File: config.mk
export PLATFORM = sky130hd
export DESIGN_NAME = periodic_timer_bank
export DESIGN_NICKNAME = d
export VERILOG_FILES = /design/src/ptb_pkg.sv /design/src/ptb_decode.sv /design/src/ptb_timer.sv /design/src/periodic_timer_bank.sv
export SDC_FILE = /design/constraint.sdc
export NUM_CORES = 2
export LEC_CHECK = 0
export BUFFER_PORTS_ARGS = -buffer_cell sky130_fd_sc_hd__buf_2
export CAP_MARGIN = 20
export CORE_MARGIN = 2
export CORE_UTILIZATION = 55
export CTS_CLUSTER_DIAMETER = 100
export DETAILED_ROUTE_END_ITERATION = 6
export PLACE_DENSITY = 0.72
export SKIP_CTS_REPAIR_TIMING = 1
export SYNTH_ARGS = -nofsm -noshare
export SYNTH_HDL_FRONTEND = slang
export SYNTH_SLANG_ARGS = --single-unit
File: constraint.sdc
create_clock -name clk_i -period 33 [get_ports clk_i]
set_input_delay 6.6 -clock clk_i [delete_from_list [all_inputs] [get_ports clk_i]]
set_output_delay 6.6 -clock clk_i [all_outputs]
set_load 0.02 [all_outputs]
File: src/ptb_pkg.sv
// ----------------------------------------------------------------------------
// ptb_pkg
// shared types and constants of the periodic timer bank
// ----------------------------------------------------------------------------
`default_nettype none

package ptb_pkg;

  localparam int NumTimers = 8;
  localparam int TimerW    = 32;
  localparam int TickW     = 64;
  localparam int SlotW     = 4;
  localparam int FireW     = 8;

  typedef enum logic [2:0] {
    CmdTick       = 3'd0,
    CmdRegister   = 3'd1,
    CmdUnregister = 3'd2,
    CmdChange     = 3'd3,
    CmdEnable     = 3'd4
  } cmd_e;

  typedef enum logic [1:0] {
    StOk      = 2'd0,
    StFull    = 2'd1,
    StBadSlot = 2'd2
  } status_e;

  typedef struct packed {
    logic [2:0]        command;
    logic [SlotW-1:0]  slot;
    logic [TimerW-1:0] period;
    logic              enable;
  } item_t;

  typedef struct packed {
    logic [TickW-1:0] tick_count;
    logic [1:0]       status;
    logic [SlotW-1:0] slot_out;
    logic [FireW-1:0] fire_mask;
  } result_t;

  // per-timer operation select
  typedef struct packed {
    logic tick;
    logic load;
    logic unreg;
    logic reload_only;
    logic set_en;
    logic en_val;
  } tmr_ctl_t;

endpackage

`default_nettype wire

File: src/ptb_decode.sv
// ----------------------------------------------------------------------------
// ptb_decode
// command decode: free slot search, slot check, status and per-timer controls
// ----------------------------------------------------------------------------
`default_nettype none

module ptb_decode (
  input  var ptb_pkg::item_t               item_i,
  input  wire [ptb_pkg::NumTimers-1:0]     alloc_i,
  output ptb_pkg::tmr_ctl_t                ctl_o [ptb_pkg::NumTimers],
  output logic [ptb_pkg::SlotW-1:0]        slot_out_o,
  output logic [1:0]                       status_o
);

  logic                          slot_ok;
  logic [5:0]                    slot_m1;
  logic [ptb_pkg::NumTimers-1:0] hit;
  logic [ptb_pkg::NumTimers-1:0] grant;
  logic                          found;
  logic                          hit_any;
  logic [ptb_pkg::SlotW-1:0]     free_slot;

  assign slot_ok = (item_i.slot != '0) && (32'(item_i.slot) <= ptb_pkg::NumTimers);
  assign slot_m1 = 6'(item_i.slot) - 6'd1;

  always_comb begin
    found     = 1'b0;
    grant     = '0;
    free_slot = '0;
    // lowest free slot wins
    for (int i = 0; i < ptb_pkg::NumTimers; i++) begin
      if (!alloc_i[i] && !found) begin
        found     = 1'b1;
        grant[i]  = 1'b1;
        free_slot = ptb_pkg::SlotW'(i + 1);
      end
    end
    for (int i = 0; i < ptb_pkg::NumTimers; i++) begin
      hit[i] = slot_ok && (slot_m1 == 6'(i)) && alloc_i[i];
    end
    hit_any = |hit;
  end

  always_comb begin
    status_o   = ptb_pkg::StOk;
    slot_out_o = '0;
    for (int i = 0; i < ptb_pkg::NumTimers; i++) begin
      ctl_o[i] = '0;
      ctl_o[i].en_val = item_i.enable;
    end
    unique case (item_i.command)
      ptb_pkg::CmdTick: begin
        for (int i = 0; i < ptb_pkg::NumTimers; i++) ctl_o[i].tick = 1'b1;
      end
      ptb_pkg::CmdRegister: begin
        if (!found) status_o = ptb_pkg::StFull;
        // free_slot stays zero when the bank is full
        slot_out_o = free_slot;
        for (int i = 0; i < ptb_pkg::NumTimers; i++) ctl_o[i].load = grant[i];
      end
      ptb_pkg::CmdUnregister: begin
        if (!hit_any) status_o = ptb_pkg::StBadSlot;
        for (int i = 0; i < ptb_pkg::NumTimers; i++) ctl_o[i].unreg = hit[i];
      end
      ptb_pkg::CmdChange: begin
        if (!hit_any) status_o = ptb_pkg::StBadSlot;
        for (int i = 0; i < ptb_pkg::NumTimers; i++) ctl_o[i].reload_only = hit[i];
      end
      ptb_pkg::CmdEnable: begin
        if (!hit_any) status_o = ptb_pkg::StBadSlot;
        for (int i = 0; i < ptb_pkg::NumTimers; i++) ctl_o[i].set_en = hit[i];
      end
      default: begin
        // unused command codes leave everything alone
        status_o = ptb_pkg::StOk;
      end
    endcase
  end

endmodule

`default_nettype wire

File: src/ptb_timer.sv
// ----------------------------------------------------------------------------
// ptb_timer
// one reloadable down-counting timer channel
// ----------------------------------------------------------------------------
`default_nettype none

module ptb_timer (
  input  wire                          clk_i,
  input  wire                          rst_ni,
  input  wire                          commit_i,
  input  var ptb_pkg::tmr_ctl_t        ctl_i,
  input  wire [ptb_pkg::TimerW-1:0]    period_i,
  output logic                         alloc_o,
  output logic                         fire_o
);

  logic                       alloc_q, alloc_d;
  logic                       en_q, en_d;
  logic [ptb_pkg::TimerW-1:0] reload_q, reload_d;
  logic [ptb_pkg::TimerW-1:0] count_q, count_d;
  logic [ptb_pkg::TimerW-1:0] dec;

  assign dec = count_q - 1'b1;

  always_comb begin
    alloc_d  = alloc_q;
    en_d     = en_q;
    reload_d = reload_q;
    count_d  = count_q;
    fire_o   = 1'b0;
    if (ctl_i.tick && alloc_q && en_q) begin
      if (dec == '0) begin
        fire_o  = 1'b1;
        count_d = reload_q;
      end else begin
        count_d = dec;
      end
    end
    if (ctl_i.load) begin
      alloc_d  = 1'b1;
      en_d     = 1'b1;
      reload_d = period_i;
      count_d  = period_i;
    end
    if (ctl_i.unreg) begin
      alloc_d = 1'b0;
      en_d    = 1'b0;
    end
    if (ctl_i.reload_only) begin
      reload_d = period_i;
      count_d  = period_i;
    end
    if (ctl_i.set_en) begin
      en_d = ctl_i.en_val;
      if (ctl_i.en_val) count_d = reload_q;
    end
  end

  always_ff @(posedge clk_i or negedge rst_ni) begin
    if (!rst_ni) begin
      alloc_q <= 1'b0;
      en_q    <= 1'b0;
    end else if (commit_i) begin
      alloc_q <= alloc_d;
      en_q    <= en_d;
    end
  end

  always_ff @(posedge clk_i) begin
    if (commit_i) begin
      reload_q <= reload_d;
      count_q  <= count_d;
    end
  end

  assign alloc_o = alloc_q;

endmodule

`default_nettype wire

File: src/periodic_timer_bank.sv
// ----------------------------------------------------------------------------
// periodic_timer_bank
// bank of reloadable down-counting timers driven by instruction ticks
// ----------------------------------------------------------------------------
// usage:
//   each transaction on the slave stream carries one command in tuser
//   (tick, register, unregister, change period, set enable) with slot,
//   period and enable in tdata. every command gives exactly one result
//   transaction on the master stream: fire mask, granted slot, status and
//   the running tick count.
//   the input item is captured in an input register, then the decode and
//   every timer channel update in parallel and the result lands in an
//   output register. one item is accepted every cycle while the receiver
//   takes the results; all channel counters and the 64-bit tick counter
//   update together for each item.
//   reset clears all slots to free and disabled and the tick count to zero.
//   when the receiver stalls, the result stays in the output register, one
//   more item waits in the input register, and s_axis_tready then drops
//   until the result is taken.
// ----------------------------------------------------------------------------
`default_nettype none

module periodic_timer_bank (
  input  wire         clk_i,
  input  wire         rst_ni,
  input  wire         s_axis_tvalid,
  output logic        s_axis_tready,
  // [3:0] slot, [35:4] period, [36] enable, [39:37] zero
  input  wire  [39:0] s_axis_tdata,
  // [2:0] command
  input  wire  [2:0]  s_axis_tuser,
  output logic        m_axis_tvalid,
  input  wire         m_axis_tready,
  // [7:0] fire_mask, [11:8] slot_out, [13:12] status, [77:14] tick_count,
  // [79:78] zero
  output logic [79:0] m_axis_tdata
);

  ptb_pkg::item_t            in_q;
  logic                      in_valid_q, in_valid_d;
  logic                      out_valid_q, out_valid_d;
  ptb_pkg::result_t          res_q, res_d;
  logic [ptb_pkg::TickW-1:0] tick_q, tick_d;
  logic                      advance;
  logic                      s_accept;
  logic                      is_tick;

  ptb_pkg::tmr_ctl_t             ctl [ptb_pkg::NumTimers];
  logic [ptb_pkg::NumTimers-1:0] alloc;
  logic [ptb_pkg::NumTimers-1:0] fire;
  logic [ptb_pkg::SlotW-1:0]     slot_out;
  logic [1:0]                    status;

  assign advance       = in_valid_q && (!out_valid_q || m_axis_tready);
  assign s_axis_tready = !in_valid_q || advance;
  assign s_accept      = s_axis_tvalid && s_axis_tready;

  always_comb begin
    in_valid_d = in_valid_q;
    if (s_accept) in_valid_d = 1'b1;
    else if (advance) in_valid_d = 1'b0;
    out_valid_d = out_valid_q;
    if (advance) out_valid_d = 1'b1;
    else if (m_axis_tready) out_valid_d = 1'b0;
  end

  always_ff @(posedge clk_i or negedge rst_ni) begin
    if (!rst_ni) begin
      in_valid_q  <= 1'b0;
      out_valid_q <= 1'b0;
      tick_q      <= '0;
    end else begin
      in_valid_q  <= in_valid_d;
      out_valid_q <= out_valid_d;
      if (advance) tick_q <= tick_d;
    end
  end

  always_ff @(posedge clk_i) begin
    if (s_accept) begin
      in_q.command <= s_axis_tuser;
      in_q.slot    <= s_axis_tdata[3:0];
      in_q.period  <= s_axis_tdata[35:4];
      in_q.enable  <= s_axis_tdata[36];
    end
    if (advance) res_q <= res_d;
  end

  ptb_decode u_decode (
    .item_i     (in_q),
    .alloc_i    (alloc),
    .ctl_o      (ctl),
    .slot_out_o (slot_out),
    .status_o   (status)
  );

  for (genvar g = 0; g < ptb_pkg::NumTimers; g++) begin : g_timer
    ptb_timer u_timer (
      .clk_i    (clk_i),
      .rst_ni   (rst_ni),
      .commit_i (advance),
      .ctl_i    (ctl[g]),
      .period_i (in_q.period),
      .alloc_o  (alloc[g]),
      .fire_o   (fire[g])
    );
  end

  assign is_tick = (in_q.command == ptb_pkg::CmdTick);
  assign tick_d  = tick_q + ptb_pkg::TickW'(is_tick);

  always_comb begin
    res_d = '0;
    // timers past the mask width run but report nothing
    for (int i = 0; i < ptb_pkg::NumTimers; i++) begin
      if (i < ptb_pkg::FireW) res_d.fire_mask[i % ptb_pkg::FireW] = fire[i];
    end
    res_d.slot_out   = slot_out;
    res_d.status     = status;
    res_d.tick_count = tick_d;
  end

  assign m_axis_tvalid = out_valid_q;
  assign m_axis_tdata  = {2'b00, res_q};

endmodule

`default_nettype wire
; Word level (Yosys, flattened, before mapping)
; Index checks and enable logic that the tools add are counted.
[totals]
reg_bits = 712
in_bits = 47
output_inout_bits = 82
elab_cells = 356
[op_classes]
n_addsub = 10
order_cmp = 1
n_eq_ne = 11
n_mux = 159
bitwise = 1
reduce_logical = 123
[op_table]
columns = op, count
row1 = $mux 32, 64
row2 = $logic_not 32->1, 8
row3 = $sub 32x1->32 const B, 8
row4 = $mux 1, 86
row5 = $add 64x1->64, 1
row6 = $reduce_and 2->1, 24
row7 = $logic_and 1x1->1, 42
row8 = $reduce_bool 2->1, 18
row9 = $eq 6x3->1 const B, 4
row10 = $reduce_bool 3->1, 8
row11 = $logic_not 1->1, 15
row12 = $eq 6x2->1 const B, 2
row13 = $mux 3, 4
row14 = $reduce_or 8->1, 1
row15 = $eq 3x2->1 const B, 2
row16 = $eq 6x1->1 const B, 1
row17 = $logic_not 6->1, 1
row18 = $mux 2, 3
row19 = $sub 4x1->5 const B, 1
row20 = $le 4x4->1 const B, 1
row21 = $mux 4, 1
row22 = $pmux 2 s2, 1
row23 = $reduce_bool 4->1, 1
row24 = $eq 3x1->1 const B, 1
row25 = 6 further kinds, 7

; Depth between registers and ports, before layout
[logic_depth]
ltp_word = 26
depth_mapped = 14
depth_no_buf = 11

; Hierarchy
; From an unflattened synthesis, not the netlist that was laid out.
[unflattened]
cells_unflattened = 3818
hier_area_um2 = 40261.1
[by_module_without_submodules]
columns = mod, n_inst, cells_per_inst, area_per_inst_um2, seq_area_each_um2
row1 = ptb_timer at g_timer[0].u_timer ..., 5, 356, 3819.9, 1971.9
row2 = ptb_timer at g_timer[5].u_timer ..., 2, 452, 4261.6, 1971.9
row3 = periodic_timer_bank, 1, 610, 7857.5, 5195.0
row4 = ptb_timer at g_timer[7].u_timer, 1, 426, 4211.5, 1971.9
row5 = ptb_decode, 1, 98, 569.3, 0.0

; Least setup slack after synthesis
; OpenSTA, ideal clock, no wires.
[synth_timing]
kind = input to register
start = in m_axis_tready
end = reg tick_q[16] (netlist name)
setup_time_ps = 118
arrival_ps = 17318
t_required_ps = 32882
setup_slack_ps = 15563
stages = 7
path_buffers = 2
cell_sequence = nand2b_1 -> nand2_1 -> inv_1 -> clkbuf_1 -> clkbuf_1 -> nand2_1 -> xnor2_1
[synth_via]
elab_chain_cells = 2
[synth_lines]
columns = element, line_no
row1 = "start, declared", periodic_timer_bank.sv:33  ; input wire m_axis_tready,
row2 = $logic_or 1x1->1, periodic_timer_bank.sv:54  ; assign advance = in_valid_q && (!out_valid_q || m_axis_tready);
row3 = $logic_and 1x1->1, periodic_timer_bank.sv:54
row4 = via advance, periodic_timer_bank.sv:44  ; logic advance;
row5 = "end signal, assigned", periodic_timer_bank.sv:75  ; if (advance) tick_q <= tick_d;
row6 = "end, declared", periodic_timer_bank.sv:43  ; logic [ptb_pkg::TickW-1:0] tick_q, tick_d;
; The timed path passes the listed nets, and every way through them passes these cells.
; A chain may end at the register's enable or synchronous reset.

; Worst setup path after layout
[layout_timing]
start = in m_axis_tready
end = out s_axis_tready
[layout_via]
elab_chain_cells = 3
[layout_lines]
columns = element, line_no
row1 = $logic_or 1x1->1, periodic_timer_bank.sv:54
row2 = $logic_and 1x1->1, periodic_timer_bank.sv:54
row3 = $logic_or 1x1->1, periodic_timer_bank.sv:55  ; assign s_axis_tready = !in_valid_q || advance;
row4 = "end, declared", periodic_timer_bank.sv:27  ; output logic s_axis_tready,
; No other way between the ends.

==> impl_table.tex <==
\begin{tabular}{lr}
\hline
Metric & Value \\
\hline
\multicolumn{2}{l}{\textbf{Outcome}} \\
\quad Outcome & finished, final reports clean \\
\multicolumn{2}{l}{\textbf{Detailed routing}} \\
\quad First-pass iteration count of the detailed router & 6 \\
\quad DR WL/cell & around 25 um \\
\quad DRT Wirelength & 118 mm \\
\quad Vias & between 30000 and 40000 \\
\quad DRC violations left & 0 \\
\quad Vias per std cell & roughly 6.7 \\
\quad Remaining antenna violation count & 0 \\
\quad First DRT Iteration DRCs & 3818 \\
\multicolumn{2}{l}{\textbf{Placed design}} \\
\quad Placed cell count & roughly 4600 \\
\quad Instance area at placement & approximately 40000 um\^{}2 \\
\quad I/O Buffers & between 100 and 150 \\
\quad Global placement routability congestion & 0.943 \\
\quad Estimated wirelength of the detail-placed design & between 70 and 80 mm \\
\multicolumn{2}{l}{\textbf{Critical path}} \\
\quad List of cells traversed by the critical path & buf\_2, nand3b\_1, buf\_2 \\
\quad Critical path type & input pin to primary output \\
\quad Largest fanout on the critical path & 3 \\
\quad Crit path required time & $\sim$26000 ps \\
\quad Slowest library cell on the worst path & sky130\_fd\_sc\_hd\_\_buf\_2 \\
\quad Number of cells on the critical path & 3 \\
\quad Setup slack on the worst flop-to-flop path & 28330 ps \\
\quad Cell type with the highest occurrence count on the critical path & sky130\_fd\_sc\_hd\_\_buf\_2 \\
\quad Endpoint of the worst setup timing path & s\_axis\_tready \\
\quad CP startpoint kind & input pin \\
\quad Nature of the critical path endpoint & primary output \\
\quad Slowest Stage Delay on Critical Path & 180 ps \\
\quad Crit Reg-Reg Endpoint & m\_axis\_tdata[76] \\
\quad RR Startpoint & in\_q[38] \\
\quad Worst Setup SP & m\_axis\_tready \\
\quad Worst Reg-to-Reg Cells & 11 \\
\quad Kind of cell adding the most delay to the critical path & buffers and inverters \\
\quad Worst EP arrival & 7050 ps \\
\quad Number of buffer and inverter stages on the critical path & 2 \\
\multicolumn{2}{l}{\textbf{Yosys}} \\
\quad Most numerous cell in the Yosys netlist & sky130\_fd\_sc\_hd\_\_edfxtp\_1 \\
\quad Number of distinct library cell variants in the gate-level netlist after synthesis & 95 \\
\quad Commonest cells in the synthesized netlist & sky130\_fd\_sc\_hd\_\_edfxtp\_1, sky130\_fd\_sc\_hd\_\_nand2\_1, sky130\_fd\_sc\_hd\_\_nor2\_1, sky130\_fd\_sc\_hd\_\_o21ai\_0, sky130\_fd\_sc\_hd\_\_clkbuf\_1 \\
\quad Proportion of register bits with asynchronous set or reset after synthesis & 0.115 \\
\quad Mapped cell area & around 40000 um\^{}2 \\
\quad Most used DFF post-synth & sky130\_fd\_sc\_hd\_\_edfxtp\_1 \\
\quad Top cell type's share of synthesized area & 0.482 \\
\quad Gate count of the mapped netlist & approximately 3800 \\
\quad Top area cells in the synthesized netlist & sky130\_fd\_sc\_hd\_\_edfxtp\_1, sky130\_fd\_sc\_hd\_\_dfrtp\_1, sky130\_fd\_sc\_hd\_\_xnor2\_1, sky130\_fd\_sc\_hd\_\_nand2\_1, sky130\_fd\_sc\_hd\_\_o21ai\_0 \\
\quad Sequential area share after synthesis & 0.535 \\
\quad Mean post-synth cell area & roughly 10 um\^{}2 \\
\quad Count of flip-flops with a built-in enable after synthesis & 630 \\
\quad Largest area contributor in the netlist & sky130\_fd\_sc\_hd\_\_edfxtp\_1 \\
\quad Flops \& latches, synth & 712 \\
\quad Ys Warns & 0 \\
\multicolumn{2}{l}{\textbf{Hold path}} \\
\quad Classification of the worst-slack hold path & flip-flop to flip-flop \\
\multicolumn{2}{l}{\textbf{Power and ir drop}} \\
\quad Overall power of the completed layout & around 2.2 mW \\
\quad VDD IR-drop max & between 0.04 and 0.05 mV \\
\quad Static leakage & approximately 14 nW \\
\quad Power density over the cells & 50.9 nW/um\^{}2 \\
\multicolumn{2}{l}{\textbf{CTS}} \\
\quad Clock transition at path regs & roughly 60 ps \\
\quad Clock Latency Late Sink & $\sim$640 ps \\
\quad Number of buffers created by CTS & between 70 and 80 \\
\quad Clock sink count & $\sim$710 \\
\quad TritonCTS clock tree & yes \\
\quad Clock tree root buffer cell & sky130\_fd\_sc\_hd\_\_clkbuf\_16 \\
\quad Largest buffer count on any clock path & 3 \\
\quad CTS H-Tree Depth & 3 \\
\multicolumn{2}{l}{\textbf{STA}} \\
\quad Fin Hold WS & 484 ps \\
\quad RSZ-0062 raised after global routing & no \\
\quad Final Max Tran Viols & 0 \\
\quad Top achievable clock speed & between 0.07 and 0.08 GHz \\
\quad Count of endpoints failing hold in the final timing report & 0 \\
\quad Worst slew pin tran & between 1000 and 1500 ps \\
\quad Shortest clock period the worst path allows after layout & roughly 14000 ps \\
\quad Final TNS setup & 0 ps \\
\quad Max-slew headroom & 0.189 \\
\quad Setup clock skew after layout & about 25 ps \\
\quad Endpoints failing setup & 0 \\
\quad Fraction of the cycle the final worst path needs & 0.414 \\
\multicolumn{2}{l}{\textbf{Final layout}} \\
\quad Net count of the finished layout & around 3800 \\
\quad Fraction of final layout cells with drive strength greater than 1 & 0.106 \\
\quad Layout area overhead & 10.1\% \\
\quad Number of standard cells in the final layout excluding fillers & 4790 \\
\quad Finished Cell Area & $\sim$43000 um\^{}2 \\
\multicolumn{2}{l}{\textbf{Die}} \\
\quad Initial core utilization & 0.558 \\
\quad Die boundary height & 271 um \\
\quad Overall die area & around 73000 um\^{}2 \\
\quad Width of the chip & $\sim$270 um \\
\quad Placeable core region & 70300 um\^{}2 \\
\quad Ports & between 100 and 150 \\
\quad Standard-cell rows & just under 100 \\
\multicolumn{2}{l}{\textbf{Global route}} \\
\quad Antenna violations before repair & 8 \\
\quad Residual overflow from global routing & 0 \\
\quad Via count of the first global-routing pass & 29400 \\
\quad Global-route wire length before repair & 178 mm \\
\quad GRT Resource Usage Total & 0.313 \\
\quad Pin count of the biggest net entering global routing & $\sim$170 \\
\multicolumn{2}{l}{\textbf{Job}} \\
\quad Max-cap violations & 0 \\
\hline
\end{tabular}
-- kinds of logic (layout without fill, tap and decap cells) --
family / count (synthesis) / after routing / share of synthesized area
flip-flops: 712 / 712 / 0.535
AND/OR/NAND/NOR: 1512 / 1512 / 0.201
AO/OA/AOI/OAI: 895 / 895 / 0.154
adder cells (fa/ha/maj): 18 / 18 / 0.00574
other: 1 / 12 / 0.0000956
buffers and inverters: 316 / 387 / 0.0335
XOR/XNOR: 294 / 294 / 0.0657
multiplexers: 20 / 20 / 0.00526
-- layout by cell type, fill, tap and decap left out, types with 19 or more instances in the layout --
master                      count
sky130_fd_sc_hd__inv_1         44
sky130_fd_sc_hd__nor3_1       163
sky130_fd_sc_hd__or4_1         40
sky130_fd_sc_hd__nor4_1       120
sky130_fd_sc_hd__a22o_1       105
sky130_fd_sc_hd__nand4_1       71
sky130_fd_sc_hd__xnor2_1      159
sky130_fd_sc_hd__a31oi_1       43
sky130_fd_sc_hd__o21ai_0      244
sky130_fd_sc_hd__nand2b_1      26
sky130_fd_sc_hd__and3_1        49
sky130_fd_sc_hd__nand2_1      360
sky130_fd_sc_hd__buf_2        124
sky130_fd_sc_hd__or3_1         49
sky130_fd_sc_hd__and2_1        26
sky130_fd_sc_hd__nor4b_1       22
sky130_fd_sc_hd__nor3b_1       19
sky130_fd_sc_hd__a22oi_1       49
sky130_fd_sc_hd__a21o_1        26
sky130_fd_sc_hd__a21oi_1      132
sky130_fd_sc_hd__nor2_1       289
sky130_fd_sc_hd__nand3_1      148
sky130_fd_sc_hd__o31ai_1       32
sky130_fd_sc_hd__clkbuf_16     80
sky130_fd_sc_hd__xor2_1       135
sky130_fd_sc_hd__dfrtp_1       82
sky130_fd_sc_hd__buf_4         75
sky130_fd_sc_hd__o22ai_1       30
sky130_fd_sc_hd__edfxtp_1     630
sky130_fd_sc_hd__a211oi_1      41
-- worst register-to-register path, cell delays in order, from the launching register on --
cell and delay (ps):
sky130_fd_sc_hd__edfxtp_1 750, sky130_fd_sc_hd__nor3_2 420, sky130_fd_sc_hd__ha_1 280, sky130_fd_sc_hd__ha_1 220, sky130_fd_sc_hd__nand3_1 240, sky130_fd_sc_hd__nor2_1 290, sky130_fd_sc_hd__nand3_1 200, sky130_fd_sc_hd__nor4_2 840
sky130_fd_sc_hd__nand3_1 370, sky130_fd_sc_hd__or2_2 450, sky130_fd_sc_hd__nor3_1 250, sky130_fd_sc_hd__xor2_1 100
-- power by group --
part / switching (mW) / total (mW) / internal, mW
clock: 0.374 / 0.899 / 0.525
sequential: 0.0591 / 1.10 / 1.04
combinational: 0.132 / 0.200 / 0.0682
total: 0.565 / 2.20 / 1.63
-- sequential cells by signal, summed over array words and instances, names as in the netlist --
name                      count
g_timer.u_timer.alloc_o       8
g_timer.u_timer.count_q     256
g_timer.u_timer.en_q          8
g_timer.u_timer.reload_q    256
in_q                         40
in_valid_q                    1
m_axis_tdata                 78
m_axis_tvalid                 1
tick_q                       64
-- through the flow --
step | util | setup WS, ps
floorplan | - | 15560
global placement | 0.577 | 19360
detailed placement | 0.577 | 19340
CTS | 0.614 | 19340
global route | 0.614 | 19310
finish | 0.614 | 19350
-- routing by layer --
metal | routed length, um | up-vias | GRT usage
met2 | 52800 | 1583 | 0.473
li1 | - | 14500 | -
met1 | 48500 | 15600 | 0.444
met4 | 5530 | 0 | 0.144
met3 | 10800 | 285 | 0.0522
met5 | 0 | - | 0
-- how the worst min path moves through the flow --
| stage | startpoint | endpoint | depth (start not counted) |
|---|---|---|---|
| after CTS | tick_q[0] | tick_q[0] | 2 |
| after global routing | tick_q[63] | tick_q[63] | 1 |
| after detailed placement | tick_q[0] | tick_q[0] | 2 |
| after floorplan | tick_q[0] | tick_q[0] | 2 |
| after global placement | tick_q[0] | tick_q[0] | 2 |
| final | tick_q[0] | tick_q[0] | 2 |
-- final cells by class --
type	instances	area (um^2)
diodes	10	25.0
well taps	940	1180
multi-input cells	2741	17000
inverters	45	176
clock buffers	96	2100
repair buffers	201	1220
flip-flops and latches	712	21000
fillers	5704	27100
clock inverters	45	489
No activity file was read; power rests on OpenSTA's default activity.
